### config.mk
export PLATFORM = sky130hd
export DESIGN_NAME = msnp_ram
export DESIGN_NICKNAME = d
export VERILOG_FILES = /design/src/rtl/msnp_ram.sv
export SDC_FILE = /design/constraint.sdc
export NUM_CORES = 1
export LEC_CHECK = 0
export BUFFER_PORTS_ARGS = -buffer_cell sky130_fd_sc_hd__clkbuf_2
export CORE_UTILIZATION = 50
export DETAILED_ROUTE_END_ITERATION = 12
export GPL_ROUTABILITY_DRIVEN = 0
export PLACE_DENSITY_LB_ADDON = 0.1
export SLEW_MARGIN = 10
export SYNTH_ARGS = -nofsm -noshare
export SYNTH_HDL_FRONTEND = slang
export SYNTH_SLANG_ARGS = --single-unit
### constraint.sdc
create_clock -name clk -period 1.9 [get_ports clk]
set_input_delay 0.19 -clock clk [delete_from_list [all_inputs] [get_ports clk]]
set_output_delay 0.19 -clock clk [all_outputs]
set_load 0.05 [all_outputs]
### src/rtl/msnp_ram.sv
// Generic single-write, single-read RAM with registered read data.
// No dependencies.
module msnp_ram #(
  parameter int W = 8,
  parameter int D = 16
) (
  input  logic                 clk,
  input  logic                 we,
  input  logic [$clog2(D)-1:0] waddr,
  input  logic [W-1:0]         wdata,
  input  logic [$clog2(D)-1:0] raddr,
  output logic [W-1:0]         rdata
);

  logic [W-1:0] mem [D];

  always_ff @(posedge clk) begin
    if (we) begin
      mem[waddr] <= wdata;
    end
    rdata <= mem[raddr];
  end

endmodule

## Word level (Yosys, flattened, before mapping)

Memories as Yosys holds them, arrays and structs flattened. A register that Yosys moved wholly into a read port is not among the register bits.
Index checks and enable logic that the tools add are counted.

| operators by class | value |
|---|---|
| mux-type cells | 2 |

Operators by type and width:

| operator | count |
|---|---|
| 1-bit two-way mux | 2 |

| storage, ports and cells | value |
|---|---|
| register bits after elaboration | 0 |
| RAM bits | 128 |
| input bits | 18 |
| output and inout bits | 8 |
| logic and storage cells | 3 |
| memories | 1 |

Memory list:

| name | words | width | read ports | clocked after Yosys merged registers in | wr ports | line | RTL |
|---|---|---|---|---|---|---|---|
| mem | 16 | 8 | 1 | 1 | 1 | 15 | `logic [W-1:0] mem [D];` |

## Depth between registers and ports, before layout

Gate-level depths: netlist of the first run.

| depth | value |
|---|---|
| depth after elaboration | 2 |
| gate-level depth with buffers | 5 |

## Worst setup path before layout of the first run

OpenSTA, ideal clock, no wires.

| timing | value |
|---|---|
| path type | input port to flip-flop |
| start | input port waddr[2] |
| end | memory mem[0][0], enable pin |
| library setup time | 383 ps |
| arrival | 1300 ps |
| required time | 1517 ps |
| slack | 217 ps |
| stages | 2 |
| buffers on the path | 0 |
| cells stage by stage | or3b_2 nor3_1 |

RTL lines:

| item | line | RTL |
|---|---|---|
| start: declaration | 9 | `input logic [$clog2(D)-1:0] waddr,` |
| end: declaration | 15 |  |

No word-level cell before the write port.

## Worst setup path after layout of the first run

| timing | value |
|---|---|
| start | register rdata[5], read port of mem |
| end | output port rdata[5] |

RTL lines:

| item | line | RTL |
|---|---|---|
| start: declaration | 12 | `output logic [W-1:0] rdata` |

No word-level cell between the ends.

==> out/metrics.yaml, run 1 <==
syn_inst: 229
slowest_delay_ns: 0.40
clockBufferDepth: 2
cp.arrival_ns: 1.22
first_pass_iters: 4
setup_violations: 0
slew_viol_final: 0
fin_crit_sh: 0.743
grt_pass1_vias: 2418
crit_path_start_kind: "register"
slowest_stage: "dfxtp_1"
initial_core_util: 0.522
cts-root-buf: "clkbuf_8"
io_buffers: 25
ys_types: 19
via_per_inst: 5.52
maxCapViolCount: 0
rows: 36
syn_nets: 247
layout_setup_ws_ns: 0.489
max_slew_margin: 0.705
wl_per_cell_um: 22.2
track_usage: 0.209
nNetsFinal: 305
cts_tree: "yes"
pwr-share-comb: 0.052
path_cells: "clkbuf_2"
fin_crit_ns: 1.41
fill_cells: 678
met1Wirelength_mm: 4.41
wirelength_mm: 9.62
rsz0062_at_grt: "false"
crit_required_ns: 1.71
tightest_slew_ns: 0.443
grt_pass1_wl_mm: 14.6
met2_length_mm: 4.59
power.switching_w: 0.00145
grt_overflow: 0
r2r-start: "mem[3][4]"
worst-path-max-fanout: 1
antenna_found_initial: 0
status: "finished clean"
wl_met3_um: 505
hold_buffers: 0
grt_start_max_net_pins: 19
route.detailed.drc: 0
antennaDiodeCount: 0
utilization: 0.632
switching_share: 0.197
finalHoldViolations: 0
crit_buf_inv: 1
yosysTopAreaCellShare: 0.747
cts_buffers: 17
seqCellArea_um2: 4000
ys_seq_elements: 136
area_delta_synth_final_pct: 21.1
cts_resized: 0
cts_sinks: 136
multiInputGateArea_um2: 1060
setup_tns_ns: 0
intPower_w: 0.00590
hp-class: "input port to register"
min_from: "wdata[7]"
powerDensity_nw_per_um2: 1180
dieArea_um2: 10700
synth_area_um2: 5150
cp-end-kind: "primary output"
ant_nets: 0
path_clk_slew_ns: 0.06
vias: 2390
syn_area_per_cell_um2: 22.5
stdcell_area_um2: 6230
clockPowerShare: 0.488
cts_setup_buffers: 0
ys_top_cells_by_area: "edfxtp_1 (75%), mux4_2 (7.9%), mux4_1 (7.1%), dfxtp_1 (3.1%), a22oi_1 (2.3%)"
clock_latency_ns: 0.52
drive_gt1_frac: 0.333
skew_ns: 0.00887
dp_slack_ns: 0.174
startpoint: "rdata[5]"
drt_iter0_drc: 166
ioPinCount: 26
p_leak_nw: 2.15
peakVddDrop_mv: 0.506
ys_warn_count: 0
core_area_um2: 9860
critPathTopFamily: "flip-flops"
fp.dieW_um: 103
worstSetupPathType: "register to primary output"
yosysTopAreaCell: "edfxtp_1"
fmax_mhz: 709
dp_hpwl_mm: 6.30
placed_area_um2: 5570
cts-htree-levels: 4
power_frac_seq: 0.459
ys_seq_area_frac: 0.778
dr.max_layer_used: "met4"
fp.dieH_um: 103
-- path summary, 6_finish.rpt --
| kind | to | slack, ns | cells after the start |
|---|---|---|---|
| worst min-delay path | mem[6][7] | 0.11 | 1 |
| worst min register to register | rdata[7] | 0.68 | 3 |
| worst max-delay path | rdata[5] | 0.49 | 1 |
| worst max register to register | rdata[4] | 0.52 | 3 |
-- per-layer routing --
layer / GRT usage / up-vias
met5: 0 / -
met4: 0.0910 / 0
met3: 0.0571 / 9
met2: 0.306 / 68
met1: 0.298 / 1221
li1: - / 1092
-- cell type report --
class,instances,area share
sequential,136,0.643
multi-input combinational,83,0.170
clock buffer,21,0.0753
timing repair buffer,49,0.0550
clock inverter,11,0.0307
tap,133,0.0267
-- layout by cell type, fill, tap and decap left out, drive strengths merged --
cell type    n
clkinvlp     3
nand2b       2
mux4        32
or3b         1
buf         24
nand2        9
clkbuf      46
and2b        1
nor2        13
a22oi       16
bufinv       5
nor2b        1
dfxtp        8
nand3        1
edfxtp     128
nor3         4
nand3b       2
clkinv       2
and2         1
inv          1
-- cells by family after synthesis --
| kind of cell | share of synthesized area |
|---|---|
| flops | 0.778 |
| compound gates | 0.0233 |
| buf+inv | 0.0168 |
| simple gates | 0.0318 |
| mux | 0.150 |
-- worst reg2reg max path: stages, from the launching register on --
cell	delay, ns
edfxtp_1	0.36
mux4_2	0.47
a22oi_1	0.28
nand2_1	0.14
-- synth_stat cells --
master,instances
nor3_1,4
or3b_2,1
edfxtp_1,128
mux4_1,14
nor2b_1,1
mux4_2,18
and2b_1,1
nand3_1,1
clkdlybuf4s25_2,3
nand2b_1,2
buf_6,3
nand2_1,9
nand3b_1,2
and2_1,1
dfxtp_1,8
buf_4,1
buf_2,3
nor2_1,13
a22oi_1,16
-- stage by stage --
step	instances	hold WS (ns)	total power [W]
floorplan	229	0.289	0.00367
global placement	401	0.622	0.00383
detailed placement	401	0.639	0.00383
CTS	433	0.0915	0.00740
global route	433	0.112	0.00757
finish	433	0.112	0.00735
-- sequential cells by signal (all words and copies together) (netlist names) --
name	flops
mem	128
rdata	8
-- power by group through the flow --
stage | sequential, W | combinational, W | clock, W
finish | 0.00338 | 0.000385 | 0.00359
global route | 0.00338 | 0.000418 | 0.00377
CTS | 0.00338 | 0.000393 | 0.00363
detailed placement | 0.00344 | 0.000392 | 0
global placement | 0.00344 | 0.000389 | 0
floorplan | 0.00350 | 0.000170 | 0
No activity file was read; power rests on OpenSTA's default activity.
==> run 2: changes to the inputs <==
Clock period 1.9 ns to 1.23 ns, I/O delays scaled along.
==> out/metrics.yaml, run 2 (synthesized netlist as in run 1, its figures left out) <==
dp_slack_ns: -0.385
top_regs: "mem: 128 flops, rdata: 8 flops"
cts_tree: "yes"
setup_tns_ns: -0.264
finalHoldViolations: 0
final_cell_mix: "edfxtp_1 (128), mux4_2 (29), buf_4 (25)"
cts_setup_buffers: 0
clock_latency_ns: 0.51
clockBufferDepth: 2
grt_start_max_net_pins: 21
stdcell_area_um2: 6280
cts-root-buf: "clkbuf_8"
area_delta_synth_final_pct: 22.1
crit_cells: 3
r2r-start: "mem[8][2]"
largest_reg_flops: 128
violations: "setup timing"
cts_sinks: 136
powerDensity_nw_per_um2: 1650
fp.dieW_um: 103
dp_hpwl_mm: 6.58
peakVddDrop_mv: 0.945
placed_area_um2: 5700
grt_pass1_vias: 2546
dieArea_um2: 10700
crit_path_start_kind: "register"
cp-end-kind: "register"
ioPinCount: 26
worstSetupEndpoint: "rdata[2]"
wirelength_mm: 10.4
antenna_found_initial: 0
critPathTopFamily: "multiplexers"
tightest_slew_ns: 0.950
crit_required_ns: 1.63
io_buffers: 25
slowest_delay_ns: 0.49
startpoint: "mem[8][2]"
fmax_mhz: 769
maxCapViolCount: 0
first_pass_iters: 4
regMostFlops: "mem"
drive_gt1_frac: 0.435
worst-path-max-fanout: 1
vias: 2525
via_per_inst: 5.75
path_cells: "mux4_2, a22oi_2, nand2_1"
fin_crit_ns: 1.30
wl_per_cell_um: 23.6
rows: 36
ff2ff_path_depth: 3
slew_viol_final: 0
cp.arrival_ns: 1.70
fin_crit_sh: 1.06
power.total_w: 0.0104
route.detailed.drc: 0
worstSetupPathType: "register to register"
fp.dieH_um: 103
initial_core_util: 0.522
cts-htree-levels: 4
skew_ns: 0.00718
nNetsFinal: 311
hp-class: "input port to register"
status: "complete, but fails checks"
worst-r2r-setup-slack_ns: -0.07
grt_overflow: 0
layout_setup_ws_ns: -0.0708
track_usage: 0.217
crit_buf_inv: 0
slowest_stage: "mux4_2"
max_slew_margin: 0.365
timing.rr.end: "rdata[2]"
p_leak_nw: 2.12
ant_nets: 0
hold_buffers: 0
core_area_um2: 9860
setup_violations: 7
antennaDiodeCount: 0
final_common_cell: "edfxtp_1"
grt_pass1_wl_mm: 15.4
rsz0062_at_grt: "true"
drt_iter0_drc: 134
path_clk_slew_ns: 0.06
cts_buffers: 17
run 2: changes by cell type in the layout (fill, tap and decap cells not counted), sizes merged:
cell | previous run | this run
inv | 1 | 0
clkinv | 2 | 11
clkbuf | 46 | 39
bufinv | 5 | 1
buf | 24 | 33
run 2: layout make-up:
cell class	instances	area, µm²
Fill cell	677	3580
Tap cell	133	166
Clock buffer	17	414
Clock inverter	15	113
Multi-Input combinational cell	83	1100
Sequential cell	136	4010
Timing Repair Buffer	55	484
run 2: how the worst min path moves through the flow:
stage,start,end,slack (ns),cells past startpoint
after floorplan,wdata[0],mem[0][0],0.22,0
after global placement,wdata[0],mem[5][0],0.56,1
after detailed placement,wdata[4],mem[1][4],0.57,1
after CTS,wdata[4],mem[1][4],0.03,1
after global routing,wdata[6],mem[2][6],0.06,1
final,wdata[6],mem[1][6],0.03,1
run 2: metal layers:
| layer | wire length, µm | part of all wire | vias to the layer above | track usage |
|---|---|---|---|---|
| li1 | - | - | 1094 | - |
| met3 | 535 | 0.052 | 9 | 0.0531 |
| met1 | 4620 | 0.45 | 1336 | 0.298 |
| met4 | 117 | 0.011 | 0 | 0.0715 |
| met2 | 5100 | 0.49 | 86 | 0.343 |
| met5 | 0 | 0 | - | 0 |
run 2: power breakdown:
part           internal, W  switching [W]
sequential         0.00518      0.0000415
combinational     0.000290       0.000407
clock              0.00263        0.00180
total              0.00811        0.00225
run 2: stage by stage:
stage / utilization / instances / hold WS, ns
after global routing: 0.637 / 439 / 0.0559
final: 0.637 / 439 / 0.0329
after detailed placement: 0.578 / 407 / 0.568
after CTS: 0.636 / 439 / 0.0343
after floorplan: - / 229 / 0.222
after global placement: 0.578 / 407 / 0.562
run 2: timing repair:
| item | 4_1_cts | 5_1_grt |
|---|---|---|
| cloned | 0 | 0 |
| resized for setup | 32 | 6 |
| setup endpoints to repair | 15 | 12 |
| pin swaps | 10 | 2 |
