[src/rtl/msnp_pkg.sv]
// Shared types and constants for the nearest-source path unit.
// Used by msnp_cell and the top level; depends on nothing else.
package msnp_pkg;

  localparam int NODE_W = 7;
  localparam int DIST_W = 15;
  localparam int ALT_W  = 16;
  localparam logic [DIST_W-1:0] DIST_INF = 15'd23843;

  localparam logic [1:0] REQ_ADD  = 2'd0;
  localparam logic [1:0] REQ_MARK = 2'd1;
  localparam logic [1:0] REQ_RUN  = 2'd2;

  typedef enum logic [2:0] {
    CMD_NOP, CMD_MARK, CMD_INIT, CMD_POP, CMD_RELAX, CMD_CLEAR
  } cmd_op_t;

  typedef struct packed {
    cmd_op_t             op;
    logic [NODE_W-1:0]   node;
    logic [NODE_W-1:0]   src;
    logic [NODE_W-1:0]   cnt;
    logic [ALT_W-1:0]    alt;
    logic [NODE_W-1:0]   owner;
  } cmd_t;

  typedef struct packed {
    logic                live;
    logic                found;
    logic [DIST_W-1:0]   dval;
    logic [NODE_W-1:0]   node;
    logic [NODE_W-1:0]   owner;
  } tok_t;

  typedef struct packed {
    logic [DIST_W-1:0]   dval;
    logic [NODE_W-1:0]   par;
    logic [NODE_W-1:0]   own;
  } rec_t;

  typedef enum logic [3:0] {
    ST_IDLE, ST_ADD_RD, ST_ADD_WR, ST_INIT, ST_SCAN, ST_POP, ST_LIST,
    ST_WALK_RD, ST_WALK_REL, ST_EMIT
  } state_t;

endpackage

[src/rtl/msnp_cell.sv]
// One node cell: distance, parent, owner, source and popped flags.
// Passes the min-search token and the result record to its neighbor; uses msnp_pkg.
module msnp_cell import msnp_pkg::*; #(
  parameter logic [NODE_W-1:0] CELL_ID = 7'd1
) (
  input  logic clk,
  input  logic rst_n,
  input  cmd_t cmd,
  input  logic shift_en,
  input  tok_t tok_in,
  output tok_t tok_out,
  input  rec_t rec_in,
  output rec_t rec_out
);

  logic              src_r;
  logic              popped_r;
  logic [DIST_W-1:0] dist_r;
  logic [NODE_W-1:0] par_r;
  logic [NODE_W-1:0] own_r;
  tok_t              tok_r;
  tok_t              tok_nxt;
  logic              hit;
  logic              cand;

  assign hit  = (cmd.node == CELL_ID);
  assign cand = !popped_r && (dist_r < DIST_INF);

  // later cells win ties: larger node number on equal distance
  always_comb begin
    tok_nxt = tok_in;
    if (tok_in.live && cand && (!tok_in.found || dist_r <= tok_in.dval)) begin
      tok_nxt.found = 1'b1;
      tok_nxt.dval  = dist_r;
      tok_nxt.node  = CELL_ID;
      tok_nxt.owner = own_r;
    end
  end

  assign tok_out = tok_r;
  assign rec_out = '{dval: dist_r, par: par_r, own: own_r};

  always_ff @(posedge clk) begin
    if (!rst_n) begin
      src_r    <= 1'b0;
      popped_r <= 1'b0;
      tok_r    <= '0;
    end else begin
      tok_r <= tok_nxt;
      if (shift_en) begin
        dist_r <= rec_in.dval;
        par_r  <= rec_in.par;
        own_r  <= rec_in.own;
      end else begin
        unique case (cmd.op)
          CMD_MARK: begin
            if (hit) src_r <= 1'b1;
          end
          CMD_INIT: begin
            popped_r <= 1'b0;
            par_r    <= '0;
            if (src_r && CELL_ID <= cmd.cnt) begin
              dist_r <= '0;
              own_r  <= CELL_ID;
            end else begin
              dist_r <= DIST_INF;
              own_r  <= '0;
            end
          end
          CMD_POP: begin
            if (hit) popped_r <= 1'b1;
          end
          CMD_RELAX: begin
            if (hit) begin
              if (ALT_W'(dist_r) > cmd.alt) begin
                dist_r <= cmd.alt[DIST_W-1:0];
                par_r  <= cmd.src;
                own_r  <= cmd.owner;
              end else if (ALT_W'(dist_r) == cmd.alt && cmd.owner < own_r) begin
                own_r <= cmd.owner;
              end
            end
          end
          CMD_CLEAR: src_r <= 1'b0;
          default: ;
        endcase
      end
    end
  end

endmodule

[config.mk]
export PLATFORM = sky130hd
export DESIGN_NAME = msnp_cell
export DESIGN_NICKNAME = d
export VERILOG_FILES = /design/src/rtl/msnp_pkg.sv /design/src/rtl/msnp_cell.sv
export SDC_FILE = /design/constraint.sdc
export NUM_CORES = 1
export LEC_CHECK = 0
export ABC_CLOCK_PERIOD_IN_PS = 5100
export BUFFER_PORTS_ARGS = -buffer_cell sky130_fd_sc_hd__buf_2
export CORE_MARGIN = 10
export CORE_UTILIZATION = 48
export CTS_CLUSTER_DIAMETER = 150
export DETAILED_ROUTE_END_ITERATION = 7
export HOLD_SLACK_MARGIN = 0.15
export PLACE_DENSITY = 0.88
export SLEW_MARGIN = 5
export SYNTH_ARGS = -nofsm -noshare
export SYNTH_HDL_FRONTEND = slang
export SYNTH_SLANG_ARGS = --single-unit
[constraint.sdc]
create_clock -name clk -period 5.1 [get_ports clk]
set_clock_uncertainty 0.15 [all_clocks]
set_input_delay 0.255 -clock clk [delete_from_list [all_inputs] [get_ports clk]]
set_output_delay 0.255 -clock clk [all_outputs]
set_load 0.01 [all_outputs]
## Word-level counts from Yosys, hierarchy flattened

Index checks and enable logic that the tools add are counted.

- Bits in registers: 62
- Bits in latches: 0
- RAM bits: 0
- Memory bits (read-only): 0
- Memories kept: 0

- $add $sub $neg: 0
- $mul: 0
- Divide/modulo/power cells: 0
- Magnitude comparators: 5
- Equal/unequal tests: 12
- Shift operators: 0
- Multiplexer cells: 19
- Bitwise logic cells: 2
- Reduce and logical (&&, ||, !) cells: 16

Operator list:

| cell | number |
|---|---|
| two-way mux 15 bit | 4 |
| two-way mux 7 bit | 7 |
| two-way mux 30 bit | 1 |
| case mux 15 bit (2 select lines) | 1 |
| case mux 7 bit (2 select lines) | 2 |
| == test 15 x 16 -> 1 bit | 1 |
| > comparator 15 x 16 -> 1 bit | 1 |
| less-or-equal comparator 15 bit | 1 |
| less-than comparator 15 bit, second input constant | 1 |
| AND reduction 4 bit | 2 |
| == test 7 x 1 -> 1 bit, second input constant | 1 |
| less-or-equal comparator 1 x 7 -> 1 bit, first input constant | 1 |
| less-than comparator 7 bit | 1 |
| == test 3 x 2 -> 1 bit, second input constant | 2 |
| == test 3 bit, second input constant | 2 |
| != test 3 bit, second input constant | 2 |
| AND reduction 3 bit | 2 |
| logical AND 1 bit | 5 |
| != test 2 bit, second input constant | 2 |
| != test 4 bit, second input constant | 1 |
| case mux 1 bit (2 select lines) | 2 |
| nonzero test 2 bit | 2 |
| == test 3 x 1 -> 1 bit, second input constant | 1 |
| nonzero test 3 bit | 1 |
| 5 further kinds | 8 |

## Longest topological paths before layout

- Word-level depth: 7
- Depth in mapped cells: 10
- Gate-level depth less buffers: 8

## Least setup slack after synthesis

Ideal clock, no wire load.

- Path kind: flip-flop to flip-flop
- From: register dist_r[13]
- To: register own_r[0] (enable)
- Library setup time: 0.314 ns
- Arrival: 3.443 ns
- Setup slack: 1.193 ns
- Stages on the path, launching flop included: 7
- Buffers on the path: 0
- Clock period less this slack: 3.907 ns
- Path through: edfxtp_1 ha_1 nand4b_1 nor4_1 a221oi_1 o21ai_0 a31o_2

- Cells in the longest elaborated chain, start to end: 4
- Elaborated cells on any way between the ends: 5
- Classes of those cells: order compare (1); eq/ne (2); reduce/logical (2)

Ends and longest elaborated chain:

| what | line | RTL |
|---|---|---|
| start: declaration | msnp_cell.sv:18 | `logic [DIST_W-1:0] dist_r;` |
| start signal: assignment | msnp_cell.sv:51 | `dist_r <= rec_in.dval;` |
| start signal: assignment | msnp_cell.sv:76 | `dist_r <= cmd.alt[DIST_W-1:0];` |
| branches (longest 2 deep; another with > comparator 15 x 16 -> 1 bit) | -- |  |
| != test 4 bit (no source line) (*) | -- |  |
| AND reduction 4 bit (no source line) (*) | -- |  |
| end signal: assignment | msnp_cell.sv:53 | `own_r <= rec_in.own;` |
| end signal: assignment | msnp_cell.sv:78 | `own_r <= cmd.owner;` |
| end signal: assignment | msnp_cell.sv:80 | `own_r <= cmd.owner;` |
| end: declaration | msnp_cell.sv:20 | `logic [NODE_W-1:0] own_r;` |

Every way passes the cells marked *.
A chain may end at the register's enable or synchronous reset.

## Worst setup path in the final report

- From: input cmd[44] (netlist name)
- To: register own_r[3] (enable)

- Cells in the longest elaborated chain, start to end: 3
- Elaborated cells on any way between the ends: 6
- Classes of those cells: eq/ne (4); reduce/logical (2)

Ends and longest elaborated chain:

| what | line | RTL |
|---|---|---|
| start: declaration | msnp_cell.sv:8 | `input cmd_t cmd,` |
| == test 3 bit / == test 3 x 2 -> 1 bit (equally long branches) | msnp_cell.sv:55 | `unique case (cmd.op)` |
| != test 4 bit (no source line), or another cell as far along | -- |  |
| AND reduction 4 bit (no source line) (*) | -- |  |

Mark *: on every way between the ends. The rest lies on a longest branch, timed or not.

==> impl_metrics.yaml <==
detailed_routing:
  post_drt_wl_per_cell_um: 17.7
  drcViolationCount: 0
  detail-route-antenna-nets: 0
  detail_route.wirelength_um: 13700
  detailroute.via_count: 4301
  route.detailed.vias_per_inst: 5.57
  dr.first_iter.drc_count: 266
  drt_pass1_iterations: 5
timing:
  setup-tns-final_ns: 0
  min_hold_slack_ns: 0.163
  hold_viol_final: 0
  part_of_the_cycle_the_worst_path_needs_pct: 68.9
  tightest_slew_ns: 1.10
  setup_viol: 0
  layout_min_cycle_time_ns: 3.52
  grt_setup_unrepaired: "no"
  slew-limit-headroom_pct: 26.4
  timing_max_transition_violations_final: 0
  fmax_mhz: 284
synth:
  ys.flop_type: "sky130_fd_sc_hd__dfxtp_1"
  synth_cells: 449
  synthTopCellsByArea: "sky130_fd_sc_hd__edfxtp_1 (23%), sky130_fd_sc_hd__dfxtp_1 (17%), sky130_fd_sc_hd__ha_1 (12%)"
  number_of_enable_flip_flop_cells_after_synthesis: 29
  ys.warnings.count: 0
  synth.yosys.seq_area_share_pct: 39.9
  async_sr_flop_fraction_pct: 0
  syn_nets: 595
  ys_seq_elements: 62
  syn_area_um2: 3840
  synth.top_cell.area_share_pct: 22.7
  synth.avg_cell_area_um2: 8.55
  ys_types: 48
  yosysTopAreaCell: "sky130_fd_sc_hd__edfxtp_1"
die:
  dieWidth_um: 109
  die_area_um2: 12000
  initial_core_util_pct: 49.4
  rows: 32
  io-pin-count: 170
  die_y_um: 109
  coreArea_um2: 7770
clock_tree:
  numCtsBuffers: 9
  cts_num_sinks: 62
  clock_latency_on_the_worst_skew_pair_ns: 0.36
  clock_root_buffer: "sky130_fd_sc_hd__clkbuf_8"
  tritoncts: "done"
  max-clock-path-buffers: 2
  cts-htree-levels: 3
  path_clk_slew_ns: 0.07
  postcts_setup_bufs: 0
placed_design:
  io_buffer_count: 169
  place_hpwl_um: 10000
  dpl_cell_area_um2: 4720
  gp_congestion: 0.884
grt:
  antenna_found_initial: 1
  first_pass_grt_wire_length_um: 21100
  globalRouteTotalUtil_pct: 22.3
  vias_in_the_first_global_route: 4364
  gr-total-overflow: 0
  largest_net_degree_at_the_start_of_global_routing: 62
run_status:
  run_status: "complete, no violations"
cells_and_area:
  finish.net_count: 810
  final_common_cell: "sky130_fd_sc_hd__buf_2"
  drive_above_1_share_pct: 28.8
  synthToLayoutAreaGrowth_pct: 43.6
  mostFrequentLayoutCells: "sky130_fd_sc_hd__buf_2 (169), sky130_fd_sc_hd__nand2_1 (66), sky130_fd_sc_hd__dlygate4sd3_1 (60)"
  postLayoutCellArea_um2: 5510
power:
  total_switching_power_mw: 0.418
  cellInternalPower_mw: 0.968
  power.static_leakage_nw: 2.62
  pwr-share-seq_pct: 42.8
  peakVddDrop_mv: 0.127
  share_comb_of_total_power_pct: 26.0
  power_density_nw_per_um2: 252
  p_sw_share_pct: 30.2
  clock_power_share_pct: 31.2
worst_setup_path:
  required_time_of_the_worst_setup_path_ns: 5.00
  worst_setup_path_end_kind: "flip-flop"
  critPathMaxFanout: 15
  crit_type: "input pin to flip-flop"
  crit_arrival_ns: 3.41
  cp-start-kind: "input pin"
hold_path:
  type_of_the_worst_min_delay_path: "input pin to flip-flop"
job:
  cap_violations: 0
power groups by stage:
stage	Sequential [mW]	Combinational [mW]	Clock [mW]
6_report	0.594	0.360	0.432
5_1_grt	0.599	0.399	0.456
4_1_cts	0.593	0.357	0.437
3_5_place_dp	0.604	0.320	0
3_3_place_gp	0.603	0.307	0
2_1_floorplan	0.623	0.164	0
layer usage:
metal | share of wire, % | vias to the layer above | GRT usage (%)
met5 | 0 | - | 0
met4 | 3.7 | 0 | 11.4
met3 | 11 | 44 | 7.43
met2 | 48 | 231 | 38.7
met1 | 37 | 1961 | 23.8
li1 | - | 2065 | -
path summary, 6_finish.rpt:
kind                          from                     to  slack, ns  depth (start not counted)
max reg2reg   dist_r[10]$_DFFE_PP_  tok_out[1]$_SDFF_PN0_       1.87                          7
min reg2reg  popped_r$_SDFFE_PN0P_  popped_r$_SDFFE_PN0P_       0.40                          2
max                        cmd[44]     own_r[3]$_DFFE_PP_       1.58                          9
min                         cmd[8]    dist_r[1]$_DFFE_PP_       0.16                          3
worst max-delay path, stage by stage:
cell,delay [ns]
sky130_fd_sc_hd__dlygate4sd3_1,0.53
sky130_fd_sc_hd__buf_2,0.15
sky130_fd_sc_hd__nor3b_2,0.71
sky130_fd_sc_hd__nand4_1,0.19
sky130_fd_sc_hd__a21oi_1,0.28
sky130_fd_sc_hd__o21ai_0,0.17
sky130_fd_sc_hd__o21ai_2,0.55
sky130_fd_sc_hd__buf_4,0.33
sky130_fd_sc_hd__a31o_2,0.24
state kept, by name (all words and copies together) (netlist names):
register	count
src_r	1
popped_r	1
own_r	7
tok_out	31
par_r	7
dist_r	15
cell usage after synthesis (2+ instances only):
| cell type | number |
|---|---|
| sky130_fd_sc_hd__nand2_1 | 66 |
| sky130_fd_sc_hd__inv_1 | 41 |
| sky130_fd_sc_hd__ha_1 | 36 |
| sky130_fd_sc_hd__o21ai_0 | 35 |
| sky130_fd_sc_hd__dfxtp_1 | 33 |
| sky130_fd_sc_hd__a21oi_1 | 30 |
| sky130_fd_sc_hd__edfxtp_1 | 29 |
| sky130_fd_sc_hd__nor3_1 | 23 |
| sky130_fd_sc_hd__clkbuf_1 | 19 |
| sky130_fd_sc_hd__nor2_1 | 17 |
| sky130_fd_sc_hd__nand3_1 | 16 |
| sky130_fd_sc_hd__a21boi_0 | 9 |
| sky130_fd_sc_hd__o21a_1 | 9 |
| sky130_fd_sc_hd__and3_1 | 8 |
| sky130_fd_sc_hd__o311ai_1 | 8 |
| sky130_fd_sc_hd__o31ai_1 | 8 |
| sky130_fd_sc_hd__a21o_1 | 6 |
| sky130_fd_sc_hd__nand4_1 | 6 |
| sky130_fd_sc_hd__o311ai_0 | 6 |
| sky130_fd_sc_hd__a211oi_1 | 4 |
| sky130_fd_sc_hd__a31oi_1 | 4 |
| sky130_fd_sc_hd__buf_2 | 4 |
| sky130_fd_sc_hd__nor4_1 | 4 |
| sky130_fd_sc_hd__a31o_2 | 2 |
| sky130_fd_sc_hd__buf_6 | 2 |
| sky130_fd_sc_hd__nand2b_1 | 2 |
repair_timing:
| item | in CTS | in global routing |
|---|---|---|
| hold buffers | 59 | 1 |
| endpoints found under the hold margin | 47 | 1 |
| resized for setup | 0 | 0 |
cells by family (layout without fill, tap and decap cells):
logic type	count (synthesis)	after routing	share of synthesized area, %
flops	62	62	39.9
buf+inv	67	287	7.07
other cells	0	1	0
compound gates	133	133	22.9
simple gates	151	151	18.4
fa+ha+maj	36	36	11.7
stage by stage:
step	cells	setup WS [ns]	power, mW	util (%)
finish	772	1.58	1.39	71.0
global route	772	1.35	1.45	71.0
CTS	770	1.59	1.39	70.8
detailed placement	695	1.78	0.924	60.7
global placement	695	1.93	0.909	60.7
floorplan	449	1.19	0.787	-
cell type report:
type	instances	area [um^2]
well taps	102	128
clock buffers	12	145
inverters	41	154
clock inverters	4	46.3
fillers	625	2260
flip-flops and latches	62	1530
multi-input cells	320	2050
diodes	1	2.50
repair buffers	230	1450
Power figures use the tool's default switching activity.
